### config.mk
export PLATFORM = sky130hd
export DESIGN_NAME = binary_min_heap_queue_top
export DESIGN_NICKNAME = d
export VERILOG_FILES = /design/src/bmhq_pkg.sv /design/src/binary_min_heap_queue_top.sv /design/src/bmhq_datapath.sv /design/src/bmhq_ctrl.sv
export SDC_FILE = /design/constraint.sdc
export NUM_CORES = 2
export LEC_CHECK = 0
export BUFFER_PORTS_ARGS = -buffer_cell sky130_fd_sc_hd__buf_2
export CAP_MARGIN = 10
export CORE_MARGIN = 5
export CORE_UTILIZATION = 50
export CTS_CLUSTER_SIZE = 24
export DETAILED_ROUTE_END_ITERATION = 6
export GPL_ROUTABILITY_DRIVEN = 1
export HOLD_SLACK_MARGIN = 0.1
export PLACE_DENSITY = 0.67
export RECOVER_POWER = 100
export SLEW_MARGIN = 20
export SYNTH_ARGS = -nofsm -noshare
export SYNTH_HDL_FRONTEND = slang
export SYNTH_SLANG_ARGS = --single-unit
### constraint.sdc
create_clock -name clk -period 7.3 [get_ports clk]
set_input_delay 1.095 -clock clk [delete_from_list [all_inputs] [get_ports clk]]
set_output_delay 1.095 -clock clk [all_outputs]
set_load 0.01 [all_outputs]
### src/bmhq_pkg.sv
// shared types and constants for the binary min-heap priority queue
`default_nettype none

package bmhq_pkg;

    localparam int HANDLE_W = 16;
    localparam int PRIO_W   = 32;
    localparam int ENTRY_W  = HANDLE_W + PRIO_W;
    localparam int STATUS_W = 2;
    localparam int COUNT_W  = 5;

    localparam logic CMD_INSERT = 1'b0;
    localparam logic CMD_REMOVE = 1'b1;

    typedef enum logic [STATUS_W-1:0] {
        ST_OK    = 2'd0,
        ST_EMPTY = 2'd1,
        ST_FULL  = 2'd2
    } status_t;

    typedef enum logic [3:0] {
        OP_IDLE,
        OP_LOAD,
        OP_FAIL_FULL,
        OP_FAIL_EMPTY,
        OP_INS_START,
        OP_UP_SWAP,
        OP_UP_PLACE,
        OP_REM_START,
        OP_DN_SWAP,
        OP_DN_PLACE,
        OP_PUBLISH
    } op_t;

    typedef struct packed {
        op_t op;
    } bmhq_ctl_t;

    typedef struct packed {
        logic is_remove;
        logic empty;
        logic full;
        logic up_swap;
        logic dn_swap;
    } bmhq_flags_t;

endpackage

`default_nettype wire

### src/binary_min_heap_queue_top.sv
// sequence: load, decide, then swap steps (up on insert, down on remove) for each
// level moved, then place and publish; a rejected operation skips to publish
// throughput: one operation at a time, next input taken the cycle after the result
// is registered; one heap level per cycle, set by the registered memory read port
// reset: rst_n clears the entry count, state machine and output valid at once;
// heap memory is not cleared and needs no clearing pass
`default_nettype none

module binary_min_heap_queue_top
    import bmhq_pkg::*;
#(
    parameter int CAPACITY = 16
)
(
    input  wire logic                clk,
    input  wire logic                rst_n,
    // input channel
    input  wire logic                in_valid,
    output logic                     in_stall,
    input  wire logic                command,
    input  wire logic [HANDLE_W-1:0] item_handle,
    input  wire logic [PRIO_W-1:0]   priority_req,
    // result channel
    output logic                     out_valid,
    input  wire logic                out_stall,
    output logic [STATUS_W-1:0]      status,
    output logic [HANDLE_W-1:0]      top_handle,
    output logic [PRIO_W-1:0]        top_priority,
    output logic [COUNT_W-1:0]       count
);

    // command from the state machine, status back from the datapath
    bmhq_ctl_t   ctl;
    bmhq_flags_t flags;

    // controller: accepts one transfer, walks the sift, then publishes the
    // result into the output register; a pending result under stall only
    // blocks the publish step, not the sift of the next item
    bmhq_ctrl u_ctrl
    (
        .clk       (clk),
        .rst_n     (rst_n),
        .in_valid  (in_valid),
        .in_stall  (in_stall),
        .out_valid (out_valid),
        .out_stall (out_stall),
        .flags     (flags),
        .ctl       (ctl)
    );

    // datapath: heap memory with two registered read ports, hole index and
    // moving entry registers; each sift level is one compare and one write,
    // with the next level's read issued in the same cycle
    bmhq_datapath #(
        .CAPACITY (CAPACITY)
    ) u_datapath
    (
        .clk          (clk),
        .rst_n        (rst_n),
        .command      (command),
        .item_handle  (item_handle),
        .priority_req (priority_req),
        .ctl          (ctl),
        .flags        (flags),
        .status       (status),
        .top_handle   (top_handle),
        .top_priority (top_priority),
        .count        (count)
    );

endmodule

`default_nettype wire

### src/bmhq_datapath.sv
// heap memory, sift datapath and result registers
`default_nettype none

module bmhq_datapath
    import bmhq_pkg::*;
#(
    parameter int CAPACITY = 16
)
(
    input  wire logic                clk,
    input  wire logic                rst_n,
    input  wire logic                command,
    input  wire logic [HANDLE_W-1:0] item_handle,
    input  wire logic [PRIO_W-1:0]   priority_req,
    input  wire bmhq_ctl_t           ctl,
    output bmhq_flags_t              flags,
    output logic [STATUS_W-1:0]      status,
    output logic [HANDLE_W-1:0]      top_handle,
    output logic [PRIO_W-1:0]        top_priority,
    output logic [COUNT_W-1:0]       count
);

    localparam int IW = $clog2(CAPACITY);
    localparam int CW = $clog2(CAPACITY + 1);
    localparam int XW = CW + 1;

    logic [ENTRY_W-1:0] mem [CAPACITY];

    logic [ENTRY_W-1:0]  rd_a_reg;
    logic [ENTRY_W-1:0]  rd_b_reg;
    logic [ENTRY_W-1:0]  item_reg;
    logic [ENTRY_W-1:0]  item_next;
    logic [IW-1:0]       hole_reg;
    logic [IW-1:0]       hole_next;
    logic [CW-1:0]       cnt_reg;
    logic [CW-1:0]       cnt_next;
    logic                cmd_reg;
    logic                cmd_next;
    status_t             res_status_reg;
    status_t             res_status_next;
    logic [HANDLE_W-1:0] res_handle_reg;
    logic [HANDLE_W-1:0] res_handle_next;
    logic [PRIO_W-1:0]   res_prio_reg;
    logic [PRIO_W-1:0]   res_prio_next;
    logic [STATUS_W-1:0] status_reg;
    logic [HANDLE_W-1:0] top_handle_reg;
    logic [PRIO_W-1:0]   top_prio_reg;
    logic [COUNT_W-1:0]  count_reg;

    logic [IW-1:0]       addr_a;
    logic [IW-1:0]       addr_b;
    logic                wr_en;
    logic [ENTRY_W-1:0]  wr_data;

    logic [XW-1:0]       hole_x;
    logic [XW-1:0]       left_x;
    logic [XW-1:0]       right_x;
    logic [XW-1:0]       n_x;
    logic                has_left;
    logic                has_right;
    logic                right_pick;
    logic [XW-1:0]       pick_x;
    logic [XW-1:0]       pick_left_x;
    logic [ENTRY_W-1:0]  pick_data;
    logic signed [PRIO_W-1:0] prio_a;
    logic signed [PRIO_W-1:0] prio_b;
    logic signed [PRIO_W-1:0] prio_item;
    logic signed [PRIO_W-1:0] prio_pick;

    logic [IW-1:0]       hole_dec;
    logic [IW-1:0]       parent_i;
    logic [IW-1:0]       parent_dec;
    logic [IW-1:0]       gparent_i;
    logic [IW-1:0]       cnt_i;
    logic [IW-1:0]       cnt_dec;
    logic [IW-1:0]       ins_parent_i;
    logic [IW-1:0]       last_i;

    // child index math in a width that holds 2*capacity
    assign hole_x      = XW'(hole_reg);
    assign left_x      = (hole_x << 1) + XW'(1);
    assign right_x     = left_x + XW'(1);
    assign n_x         = XW'(cnt_reg);
    assign has_left    = left_x < n_x;
    assign has_right   = right_x < n_x;

    assign prio_a      = $signed(rd_a_reg[PRIO_W-1:0]);
    assign prio_b      = $signed(rd_b_reg[PRIO_W-1:0]);
    assign prio_item   = $signed(item_reg[PRIO_W-1:0]);

    // ties go to the right child
    assign right_pick  = has_right && !(prio_a < prio_b);
    assign pick_x      = right_pick ? right_x : left_x;
    assign pick_data   = right_pick ? rd_b_reg : rd_a_reg;
    assign prio_pick   = $signed(pick_data[PRIO_W-1:0]);
    assign pick_left_x = (pick_x << 1) + XW'(1);

    // parent and grandparent of the hole
    assign hole_dec     = hole_reg - IW'(1);
    assign parent_i     = hole_dec >> 1;
    assign parent_dec   = parent_i - IW'(1);
    assign gparent_i    = parent_dec >> 1;
    assign cnt_i        = IW'(cnt_reg);
    assign cnt_dec      = cnt_i - IW'(1);
    assign ins_parent_i = cnt_dec >> 1;
    assign last_i       = IW'(cnt_reg - CW'(1));

    assign flags.is_remove = (cmd_reg == CMD_REMOVE);
    assign flags.empty     = (cnt_reg == '0);
    assign flags.full      = (cnt_reg >= CW'(CAPACITY));
    assign flags.up_swap   = (hole_reg != '0) && (prio_a > prio_item);
    assign flags.dn_swap   = has_left && (prio_pick < prio_item);

    always_comb
    begin
        item_next       = item_reg;
        hole_next       = hole_reg;
        cnt_next        = cnt_reg;
        cmd_next        = cmd_reg;
        res_status_next = res_status_reg;
        res_handle_next = res_handle_reg;
        res_prio_next   = res_prio_reg;
        addr_a          = '0;
        addr_b          = '0;
        wr_en           = 1'b0;
        wr_data         = item_reg;
        case (ctl.op)
            OP_LOAD:
            begin
                cmd_next  = command;
                item_next = {item_handle, priority_req};
                addr_a    = '0;
                addr_b    = last_i;
            end
            OP_FAIL_FULL:
            begin
                res_status_next = ST_FULL;
                res_handle_next = '0;
                res_prio_next   = '0;
            end
            OP_FAIL_EMPTY:
            begin
                res_status_next = ST_EMPTY;
                res_handle_next = '0;
                res_prio_next   = '0;
            end
            OP_INS_START:
            begin
                res_status_next = ST_OK;
                res_handle_next = '0;
                res_prio_next   = '0;
                hole_next       = cnt_i;
                cnt_next        = cnt_reg + CW'(1);
                addr_a          = ins_parent_i;
            end
            OP_UP_SWAP:
            begin
                // parent moves down into the hole
                wr_en     = 1'b1;
                wr_data   = rd_a_reg;
                hole_next = parent_i;
                addr_a    = gparent_i;
            end
            OP_UP_PLACE:
            begin
                wr_en   = 1'b1;
                wr_data = item_reg;
            end
            OP_REM_START:
            begin
                res_status_next = ST_OK;
                res_handle_next = rd_a_reg[ENTRY_W-1:PRIO_W];
                res_prio_next   = rd_a_reg[PRIO_W-1:0];
                item_next       = rd_b_reg;
                cnt_next        = cnt_reg - CW'(1);
                hole_next       = '0;
                addr_a          = IW'(XW'(1));
                addr_b          = IW'(XW'(2));
            end
            OP_DN_SWAP:
            begin
                // smaller child moves up into the hole
                wr_en     = 1'b1;
                wr_data   = pick_data;
                hole_next = IW'(pick_x);
                addr_a    = IW'(pick_left_x);
                addr_b    = IW'(pick_left_x + XW'(1));
            end
            OP_DN_PLACE:
            begin
                wr_en   = 1'b1;
                wr_data = item_reg;
            end
            default:
            begin
            end
        endcase
    end

    always_ff @(posedge clk)
    begin
        if (wr_en)
        begin
            mem[hole_reg] <= wr_data;
        end
        rd_a_reg <= mem[addr_a];
        rd_b_reg <= mem[addr_b];
    end

    always_ff @(posedge clk or negedge rst_n)
    begin
        if (!rst_n)
        begin
            cnt_reg <= '0;
        end
        else
        begin
            cnt_reg <= cnt_next;
        end
    end

    always_ff @(posedge clk)
    begin
        item_reg       <= item_next;
        hole_reg       <= hole_next;
        cmd_reg        <= cmd_next;
        res_status_reg <= res_status_next;
        res_handle_reg <= res_handle_next;
        res_prio_reg   <= res_prio_next;
        if (ctl.op == OP_PUBLISH)
        begin
            status_reg     <= res_status_reg;
            top_handle_reg <= res_handle_reg;
            top_prio_reg   <= res_prio_reg;
            count_reg      <= COUNT_W'(cnt_reg);
        end
    end

    assign status       = status_reg;
    assign top_handle   = top_handle_reg;
    assign top_priority = top_prio_reg;
    assign count        = count_reg;

endmodule

`default_nettype wire

### src/bmhq_ctrl.sv
// sequencing state machine for the heap queue
`default_nettype none

module bmhq_ctrl
    import bmhq_pkg::*;
(
    input  wire logic        clk,
    input  wire logic        rst_n,
    input  wire logic        in_valid,
    output logic             in_stall,
    output logic             out_valid,
    input  wire logic        out_stall,
    input  wire bmhq_flags_t flags,
    output bmhq_ctl_t        ctl
);

    typedef enum logic [2:0] {
        S_IDLE,
        S_DECIDE,
        S_UP,
        S_DOWN,
        S_PUBLISH
    } state_t;

    state_t state_reg;
    state_t state_next;
    logic   out_valid_reg;
    logic   out_valid_next;

    always_comb
    begin
        state_next     = state_reg;
        out_valid_next = out_valid_reg && out_stall;
        ctl.op         = OP_IDLE;
        case (state_reg)
            S_IDLE:
            begin
                if (in_valid)
                begin
                    ctl.op     = OP_LOAD;
                    state_next = S_DECIDE;
                end
            end
            S_DECIDE:
            begin
                if (flags.is_remove)
                begin
                    if (flags.empty)
                    begin
                        ctl.op     = OP_FAIL_EMPTY;
                        state_next = S_PUBLISH;
                    end
                    else
                    begin
                        ctl.op     = OP_REM_START;
                        state_next = S_DOWN;
                    end
                end
                else
                begin
                    if (flags.full)
                    begin
                        ctl.op     = OP_FAIL_FULL;
                        state_next = S_PUBLISH;
                    end
                    else
                    begin
                        ctl.op     = OP_INS_START;
                        state_next = S_UP;
                    end
                end
            end
            S_UP:
            begin
                if (flags.up_swap)
                begin
                    ctl.op = OP_UP_SWAP;
                end
                else
                begin
                    ctl.op     = OP_UP_PLACE;
                    state_next = S_PUBLISH;
                end
            end
            S_DOWN:
            begin
                if (flags.dn_swap)
                begin
                    ctl.op = OP_DN_SWAP;
                end
                else
                begin
                    ctl.op     = OP_DN_PLACE;
                    state_next = S_PUBLISH;
                end
            end
            S_PUBLISH:
            begin
                // output slot is free or empties at this edge
                if (!out_valid_reg || !out_stall)
                begin
                    ctl.op         = OP_PUBLISH;
                    out_valid_next = 1'b1;
                    state_next     = S_IDLE;
                end
            end
            default:
            begin
                state_next = S_IDLE;
            end
        endcase
    end

    always_ff @(posedge clk or negedge rst_n)
    begin
        if (!rst_n)
        begin
            state_reg     <= S_IDLE;
            out_valid_reg <= 1'b0;
        end
        else
        begin
            state_reg     <= state_next;
            out_valid_reg <= out_valid_next;
        end
    end

    assign in_stall  = (state_reg != S_IDLE);
    assign out_valid = out_valid_reg;

endmodule

`default_nettype wire

==> results.toml <==
[status]
outcome = "finished, violations left"
failed_checks = "DRC, capacitance limit, slew limit"

[setup_path]
startpoint = "u_datapath.rd_a_reg[24]$_DFF_P_"
arrival_ns = 7.33
critPathRequiredTime_ns = 7.70
r2r_start = "u_datapath.rd_a_reg[24]$_DFF_P_"
path_class = "flop to flop"
crit_fanout = 33
endpoint_kind = "flop"
cp-start-kind = "flop"

[sta]
hold_viol = 0
drv_slew = 980
final.min_clock_period_ns = 6.94
relSlewSlack_pct = -236
post-route-period-util_pct = 95.0
grt_setup_unrepaired = "no"
finClkSkew_ns = 0.0330
setup_viol = 0
clock.fmax_ghz = 0.144
fin_setup_tns_ns = 0
whs_ns = 0.372
worstMarginPinSlew_ns = 5.03

[floorplanning]
initial_core_util_pct = 50.5
rows = 110
dieArea_um2 = 97100
ios = 110
die_h_um = 312
coreArea_um2 = 90100
dieWidth_um = 312

[min_path]
hold_class = "input pin to async pin"

[route]
drt_drc_violations_left = 5
dr.pass1.iters = 7
vias = 31500
ant_nets = 0
via_per_inst = 6.99
totalWireLength_um = 144000
dr.first_iter.drc_count = 5351
wl_per_cell_um = 32.0

[yosys]
syn_inst = 3136
synthSimpleGateAreaFrac_pct = 5.51
netlist_area_um2 = 45500
synth-adder-area-share_pct = 3.00
postSynthAreaPerCell_um2 = 14.5
ys_types = 73
synth_edf_count = 926
yosysTopAreaCell = "edfxtp_1"
synthArstFlopShare_pct = 0.873
muxShareOfSynthArea_pct = 7.24
ys_seq_area_share_pct = 65.8
synth-compound-area-share_pct = 15.0
ys_top_cells_by_area = "edfxtp_1, mux2_2, a222oi_1"
synth-main-ff-cell = "edfxtp_1"
syn_nets = 3298
synthXorXnorAreaFrac_pct = 0.289
synth-seq-cells = 1031
synth_warnings = 0
yosysTopAreaCellShare_pct = 61.1
synth_top_family_by_area = "compound AO/OA/AOI/OAI gates"

[placed_design]
port_buffers = 109
dp_hpwl_um = 78400
routabilityCongestion = 0.940

[cts]
insertion_delay_ns = 0.70
clock_path_buffers = 3
tritoncts = "yes"
numCtsBuffers = 102
clock-sinks = 1031
cts.htree.levels = 3
cts_root_buf = "clkbuf_16"
path_clk_slew_ns = 0.06

[power]
ir_drop_uv = 327
seqPwrFrac_pct = 35.9
clkPwrFrac_pct = 23.7
power_leakage_nw = 17.8
combPwrFrac_pct = 40.5
internal_power_mw = 15.1
swShare_pct = 37.6
switchingPower_mw = 9.10
power_density_nw_per_um2 = 470

[grt]
grt_max_degree = 149
grt.overflow.total = 0
grt_pass1_vias = 31300
grt_pass1_wl_um = 209000
antenna_found_initial = 1
grt_use_total_pct = 28.5

[final_layout]
multi_input_area_um2 = 14300
final_nets = 3412
top_register = "u_datapath.mem"
drive_gt1_share_pct = 17.5
nFillCells = 6932
antenna_cells = 0
ff_latch_area_um2 = 30000
area_growth_pct = 13.3
largest_register_ffs = 768

[flow_run]
drv_cap = 28
==> critical path, cell delays in order, from the launching register on <==
cell	delay (ns)
dfxtp_1	0.41
ha_1	0.32
nand4_1	0.25
nor4_1	0.37
buf_4	0.17
nand3_1	0.10
o211ai_1	0.34
o21ai_2	0.15
a21o_4	0.34
buf_4	0.23
nand2_1	0.07
o21ai_0	0.13
ha_1	0.36
nand4_1	0.15
nor4_1	0.48
buf_4	0.24
nand3_1	0.10
a2111oi_1	0.33
clkbuf_1	0.19
nand4_1	0.13
nand3b_1	0.10
a21o_1	0.25
inv_2	0.18
nor2_4	0.20
buf_12	0.25
a221o_1	0.23
clkbuf_1	0.53
==> cell type report <==
| type | instances | area share [%] |
|---|---|---|
| Clock inverter | 70 | 1.88 |
| Sequential cell | 1031 | 58.1 |
| Tap cell | 1176 | 2.85 |
| Inverter | 95 | 0.692 |
| Multi-Input combinational cell | 1776 | 27.8 |
| Clock buffer | 120 | 5.24 |
| Timing Repair Buffer | 244 | 3.45 |
==> power groups by stage <==
stage               logic, mW  clock network [mW]  registers, mW
floorplan                6.23                   0           8.54
global placement         9.44                   0           8.71
detailed placement       9.62                   0           8.73
CTS                      9.69                5.77           8.61
global route             10.4                6.02           8.74
finish                   9.80                5.73           8.69
==> repair_timing <==
item,in CTS,in global routing
buffers inserted,0,0
setup endpoints to repair,0,563
gates resized for setup,0,6
hold buffers,0,0
==> placed cells by master (no fill, tap or decap), types with 48 or more instances in the layout <==
cell / count
a221oi_1: 64
a222oi_1: 193
a22o_1: 130
a22oi_1: 63
buf_2: 50
clkbuf_1: 95
clkbuf_16: 103
dfxtp_1: 96
edfxtp_1: 926
ha_1: 108
inv_1: 93
mux2_2: 193
mux2i_1: 49
nand2_1: 256
nor2_1: 104
o2111ai_1: 48
o21ai_0: 87
o221ai_1: 50
o22a_1: 48
==> routing by layer <==
| layer | vias to the layer above | GRT usage [%] | share of wire, % |
|---|---|---|---|
| met5 | - | 0 | 0 |
| met4 | 0 | 12.4 | 4.7 |
| met3 | 439 | 5.28 | 12 |
| met2 | 2343 | 45.0 | 46 |
| met1 | 15800 | 39.1 | 38 |
| li1 | 13000 | - | - |
==> Yosys cell counts, drive strengths merged, types with 23 or more instances <==
cell     count
nor2       107
edfxtp     926
o221ai      50
a22o       130
mux2       241
and2        81
mux2i       49
a22oi       64
inv         94
buf         96
o22a        48
clkbuf     138
a21oi       45
nand4       23
ha         109
o21ai       89
nand2      259
a221o       32
o2111ai     48
dfxtp       96
a222oi     193
a221oi      66
==> final timing paths <==
path | cells after the start | to | slack (ns)
worst max-delay path | 26 | u_datapath.mem[13][29]$_DFFE_PP_ | 0.36
worst min-delay path | 1 | u_ctrl.state_reg[0]$_DFFE_PN0P_ | 0.37
worst max register to register | 26 | u_datapath.mem[13][29]$_DFFE_PP_ | 0.36
worst min register to register | 0 | u_datapath.top_priority[22]$_DFFE_PN_ | 0.42
max in group asynchronous | 1 | u_ctrl.out_valid$_DFF_PN0_ | 6.57
min in group clk | 0 | u_datapath.top_priority[22]$_DFFE_PN_ | 0.42
==> logic make-up after synthesis <==
logic type / count (synthesis)
fa+ha+maj: 109
buf+inv: 329
mux: 290
compound gates: 816
flops: 1031
xor+xnor: 15
simple gates: 546
==> metrics by stage <==
stage                     util, %  cell area, um^2  setup WS [ns]  std cells  power (mW)
after floorplan                 -            45500           1.46       3136        14.8
after global placement       53.5            48200          0.266       4322        18.1
after detailed placement     53.5            48200          0.156       4322        18.3
after CTS                    57.6            51900          0.135       4512        24.1
after global routing         57.2            51600         0.0253       4512        25.2
final                        57.2            51600          0.364       4512        24.2
No activity file was read; power rests on OpenSTA's default activity.
